`src/hw/rtl/saa_pkg.sv`:
```
// Shared types and codes for the skyline atlas allocator.
package saa_pkg;

  // Field widths of the item and result beats
  localparam int RECT_W  = 8;
  localparam int PAGE_W  = 6;
  localparam int POS_W   = 7;

  typedef enum logic [3:0] {
    OP_NONE,
    OP_LOAD,
    OP_CLEAR,
    OP_A_INIT,
    OP_NEXT_PAGE,
    OP_A_RUN,
    OP_B_INIT,
    OP_B_RUN,
    OP_MARK_FULL,
    OP_FILL_INIT,
    OP_FILL,
    OP_RESULT
  } op_t;

  typedef enum logic [3:0] {
    ST_INIT_CLEAR,
    ST_IDLE,
    ST_DISPATCH,
    ST_CLEAR,
    ST_A_RUN,
    ST_B_INIT,
    ST_B_RUN,
    ST_DECIDE,
    ST_FILL,
    ST_DONE
  } state_t;

  typedef struct packed {
    op_t op;
  } ctl_t;

  typedef struct packed {
    logic is_clear;
    logic len_ok;
    logic clear_last;
    logic a_done;
    logic b_done;
    logic fits;
    logic page_last;
    logic fill_last;
    logic out_free;
  } sts_t;

endpackage

```
`src/hw/rtl/saa_ctrl.sv`:
```
// Sequencer for clear sweeps, per-page skyline scans and column fills.
module saa_ctrl (
  input  logic           clk,
  input  logic           rst,
  input  logic           in_valid,
  output logic           in_stall,
  input  saa_pkg::sts_t  sts,
  output saa_pkg::ctl_t  ctl
);

  saa_pkg::state_t state, state_next;

  always_ff @(posedge clk) begin
    if (rst) begin
      state <= saa_pkg::ST_INIT_CLEAR;
    end else begin
      state <= state_next;
    end
  end

  always_comb begin
    state_next = state;
    case (state)
      saa_pkg::ST_INIT_CLEAR: begin
        if (sts.clear_last) state_next = saa_pkg::ST_IDLE;
      end
      saa_pkg::ST_IDLE: begin
        if (in_valid) state_next = saa_pkg::ST_DISPATCH;
      end
      saa_pkg::ST_DISPATCH: begin
        if (sts.is_clear) state_next = saa_pkg::ST_CLEAR;
        else if (!sts.len_ok) state_next = saa_pkg::ST_DONE;
        else state_next = saa_pkg::ST_A_RUN;
      end
      saa_pkg::ST_CLEAR: begin
        if (sts.clear_last) state_next = saa_pkg::ST_DONE;
      end
      saa_pkg::ST_A_RUN: begin
        if (sts.a_done) state_next = saa_pkg::ST_B_INIT;
      end
      saa_pkg::ST_B_INIT: begin
        state_next = saa_pkg::ST_B_RUN;
      end
      saa_pkg::ST_B_RUN: begin
        if (sts.b_done) state_next = saa_pkg::ST_DECIDE;
      end
      saa_pkg::ST_DECIDE: begin
        if (sts.fits) state_next = saa_pkg::ST_FILL;
        else if (sts.page_last) state_next = saa_pkg::ST_DONE;
        else state_next = saa_pkg::ST_A_RUN;
      end
      saa_pkg::ST_FILL: begin
        if (sts.fill_last) state_next = saa_pkg::ST_DONE;
      end
      saa_pkg::ST_DONE: begin
        if (sts.out_free) state_next = saa_pkg::ST_IDLE;
      end
      default: state_next = saa_pkg::ST_IDLE;
    endcase
  end

  always_comb begin
    in_stall = 1'b1;
    ctl.op   = saa_pkg::OP_NONE;
    case (state)
      saa_pkg::ST_INIT_CLEAR: ctl.op = saa_pkg::OP_CLEAR;
      saa_pkg::ST_IDLE: begin
        in_stall = 1'b0;
        if (in_valid) ctl.op = saa_pkg::OP_LOAD;
      end
      saa_pkg::ST_DISPATCH: begin
        if (sts.is_clear) ctl.op = saa_pkg::OP_NONE;
        else if (!sts.len_ok) ctl.op = saa_pkg::OP_MARK_FULL;
        else ctl.op = saa_pkg::OP_A_INIT;
      end
      saa_pkg::ST_CLEAR:  ctl.op = saa_pkg::OP_CLEAR;
      saa_pkg::ST_A_RUN:  ctl.op = saa_pkg::OP_A_RUN;
      saa_pkg::ST_B_INIT: ctl.op = saa_pkg::OP_B_INIT;
      saa_pkg::ST_B_RUN:  ctl.op = saa_pkg::OP_B_RUN;
      saa_pkg::ST_DECIDE: begin
        if (sts.fits) ctl.op = saa_pkg::OP_FILL_INIT;
        else if (sts.page_last) ctl.op = saa_pkg::OP_MARK_FULL;
        else ctl.op = saa_pkg::OP_NEXT_PAGE;
      end
      saa_pkg::ST_FILL: ctl.op = saa_pkg::OP_FILL;
      saa_pkg::ST_DONE: begin
        if (sts.out_free) ctl.op = saa_pkg::OP_RESULT;
      end
      default: ctl.op = saa_pkg::OP_NONE;
    endcase
  end

endmodule

```
`config.mk`:
```
export PLATFORM = sky130hd
export DESIGN_NAME = saa_ctrl
export DESIGN_NICKNAME = d
export VERILOG_FILES = /design/src/hw/rtl/saa_pkg.sv /design/src/hw/rtl/saa_ctrl.sv
export SDC_FILE = /design/constraint.sdc
export NUM_CORES = 1
export LEC_CHECK = 0
export ABC_AREA = 0
export BUFFER_PORTS_ARGS = -buffer_cell sky130_fd_sc_hd__buf_4
export CAP_MARGIN = 20
export CORE_AREA = 2 2 39 41
export CTS_BUF_LIST = sky130_fd_sc_hd__clkbuf_8
export CTS_CLUSTER_DIAMETER = 30
export DETAILED_ROUTE_END_ITERATION = 16
export DIE_AREA = 0 0 41 43
export GPL_TIMING_DRIVEN = 0
export SLEW_MARGIN = 30
export SYNTH_ARGS = -nofsm -noshare
export SYNTH_HDL_FRONTEND = slang
export SYNTH_SLANG_ARGS = --single-unit
```
`constraint.sdc`:
```
create_clock -name clk -period 2.2 [get_ports clk]
set_clock_uncertainty 0.2 [all_clocks]
set_input_delay 0.44 -clock clk [delete_from_list [all_inputs] [get_ports clk]]
set_output_delay 0.44 -clock clk [all_outputs]
set_load 0.05 [all_outputs]
```
==> impl_metrics.toml <==
[routing]
ant_nets = 0
drt-initial-drc-count = 17
dr_total_vias = 563
wl_um = 1260
wl_per_cell_um = 12.4
viasPerCell = 5.52
drc = 0
drt_first_pass_iters = 4

[layout]
regMostFlops = "state"
drive_above_1_share = 0.430
area_delta_synth_final_pct = 43.8
antennaDiodeCount = 0
largest_reg_flops = 4
top_regs = "state x4"
fin_nets = 100

[yosys]
yosysWarnings = 0
yosys.area_share.simple = 0.362
synth-xor-area-share = 0.0172
synth_top_family_by_area = "simple AND/OR/NAND/NOR gates"
syn-num-nets = 79
yosys-mux-area-fraction = 0.0591
synth-compound-area-share = 0.310
synthAdderAreaFrac = 0
synth.ff_latch_count = 4
synth_area_um2 = 508
syn_inst = 67
yosys.cell_types.count = 35
ys_seq_area_frac = 0.158
syn_area_per_cell_um2 = 7.58

[worst_setup_path]
regToRegEndpoint = "state[3]"
end_kind = "primary output"
crit_path_end = "ctl[3]"
crit_required_ns = 1.56
crit_fanout = 4
crit_type = "flop to primary output"
start_kind = "flop"
crit_arrival_ns = 1.54
cp-startpoint = "state[0]"
r2r_start = "state[0]"
setup.reg_to_reg.worst_slack_ns = 0.59
reg2reg_depth = 5

[power_and_ir_drop]
vdd_drop_max_mv = 0.633
total_power_w = 0.000824
cellLeakagePower_nw = 0.299
p_per_area_nw_per_um2 = 1130

[timing]
setup_viol = 0
holdWs_ns = 0.202
min_period_ns = 2.18
tightest_slew_ns = 0.321
slew_viol_final = 0
min_period_over_period = 0.990
final.setup.tns_ns = 0
max_freq_ghz = 0.459
rsz0062_at_grt = "yes"
slew-limit-headroom = 0.785
hold_viol = 0

[floorplan]
die-area_um2 = 1760
pin_count = 17
die_w_um = 41
rows = 14
start_util = 0.367
fp.dieH_um = 43
core_um2 = 1380

[global_route]
grt_pass1_vias = 489
grtUsageTotal = 0.164
grt_overflow_total = 0
grt_pass1_wl_um = 2060
grt_max_degree = 20
grt_antenna_before_repair = 0

[clock_network]
h-tree-depth = 1
cts_tree = "done"
clk-insertion-delay-late_ns = 0.21
cts_max_path_buffers = 2
cts_hold_buf = 0
path_clk_slew_ns = 0.03
cts_buffers = 3
cts_sinks = 4
clock-root-buffer = "clkbuf_8"

[hold_path]
hold_class = "primary input to flop"

[run]
drv_cap = 0

[placed_design]
portBuffers = 16
dpl.hpwl_um = 941
finalWeightedCongestion = 0.776

[outcome]
status = "completed"
-- critical path, stage by stage, from the launching register on --
cell and delay (ns):
dfxtp_2 0.33, or4_4 0.53, a21oi_4 0.17, a31o_1 0.13
buf_6 0.16
-- what timing repair did --
action,in CTS,in global routing
resized for setup,3,7
buffers inserted,1,0
setup endpoints to repair,3,3
pin swaps,1,2
-- kinds of logic (layout without fill, tap and decap cells) --
| family | after synthesis | after routing |
|---|---|---|
| AO/OA/AOI/OAI | 21 | 21 |
| multiplexers | 3 | 3 |
| XOR/XNOR | 1 | 1 |
| AND/OR/NAND/NOR | 30 | 30 |
| flip-flops | 4 | 4 |
| buffers and inverters | 8 | 27 |
-- power by group --
group          internal (W)  switching, W  total [W]  leakage, nW
Sequential        0.0000956     0.0000302   0.000126       0.0338
Combinational      0.000219      0.000331   0.000549        0.244
Clock              0.000116     0.0000327   0.000149       0.0216
Total              0.000430      0.000394   0.000824        0.299
-- routing by layer --
metal | GRT usage | wire (um) | up-vias
li1 | - | - | 288
met1 | 0.243 | 563 | 260
met2 | 0.225 | 633 | 15
met3 | 0.0471 | 66 | 0
met4 | 0.0467 | 0 | 0
met5 | 0 | 0 | -
-- per-stage QoR --
step                      area [um^2]  setup slack [ns]  cells   util
after global routing              731           -0.0220    102  0.528
final                             731            0.0210    102  0.528
after floorplan                   518            0.0674     67      -
after detailed placement          658            0.0325     99  0.476
after global placement            658           0.00916     99  0.476
after CTS                         709           0.00404    102  0.513
-- placed cells by master (no fill, tap or decap), types with 2 or more instances in the layout --
cell and count:
a21oi_1 5, o21ai_1 2, mux2i_1 3, dfxtp_2 3
nand2_1 10, buf_6 4, a31oi_1 2, clkbuf_8 3
inv_1 3, nor2_1 4, nor2_2 2, buf_4 16
nand2b_1 4
-- cells in the mapped netlist --
| cell | n | area (um^2) |
|---|---|---|
| xor2_1 | 1 | 8.76 |
| a21oi_1 | 5 | 25.0 |
| o211ai_1 | 1 | 7.51 |
| or2_1 | 1 | 6.26 |
| mux2i_1 | 3 | 30.0 |
| a32oi_1 | 1 | 8.76 |
| o21ai_1 | 3 | 15.0 |
| nor2_2 | 1 | 6.26 |
| o31ai_1 | 1 | 7.51 |
| buf_6 | 2 | 22.5 |
| and4bb_2 | 1 | 12.5 |
| nor4b_4 | 1 | 23.8 |
| a21oi_2 | 1 | 8.76 |
| inv_1 | 3 | 11.3 |
| dfxtp_1 | 4 | 80.1 |
| or4_1 | 1 | 7.51 |
| a211oi_2 | 1 | 12.5 |
| a31oi_1 | 2 | 12.5 |
| nand2b_1 | 4 | 25.0 |
| o32ai_1 | 1 | 8.76 |
| clkbuf_1 | 1 | 3.75 |
| o21ai_0 | 1 | 5.00 |
| a31o_1 | 1 | 8.76 |
| buf_2 | 2 | 10.0 |
| nor2_1 | 5 | 18.8 |
| or3b_1 | 1 | 8.76 |
| nand2_1 | 10 | 37.5 |
| a2bb2oi_1 | 1 | 8.76 |
| nor4bb_1 | 1 | 10.0 |
| nand4b_1 | 1 | 8.76 |
| o221a_4 | 1 | 20.0 |
| nand3_1 | 1 | 5.00 |
| nor2b_1 | 1 | 6.26 |
| nand3b_1 | 1 | 7.51 |
| o221ai_1 | 1 | 8.76 |
-- area by class of cell --
type                            instances  area [um^2]
Tap cell                               16         20.0
Clock buffer                            3         41.3
Inverter                                3         11.3
Sequential cell                         4         83.8
Fill cell                             143          653
Multi-Input combinational cell         55          404
Timing Repair Buffer                   17          135
Buffer                                  4         35.0
-- worst min path at each step --
stage               startpoint       end  slack (ns)  depth (start not counted)
floorplan                  rst  state[2]        0.31                          1
global placement           rst  state[2]        0.42                          2
detailed placement         rst  state[2]        0.42                          2
CTS                        rst  state[2]        0.20                          2
global route               rst  state[2]        0.20                          2
finish                     rst  state[2]        0.20                          2
No activity file was read; power rests on OpenSTA's default activity.
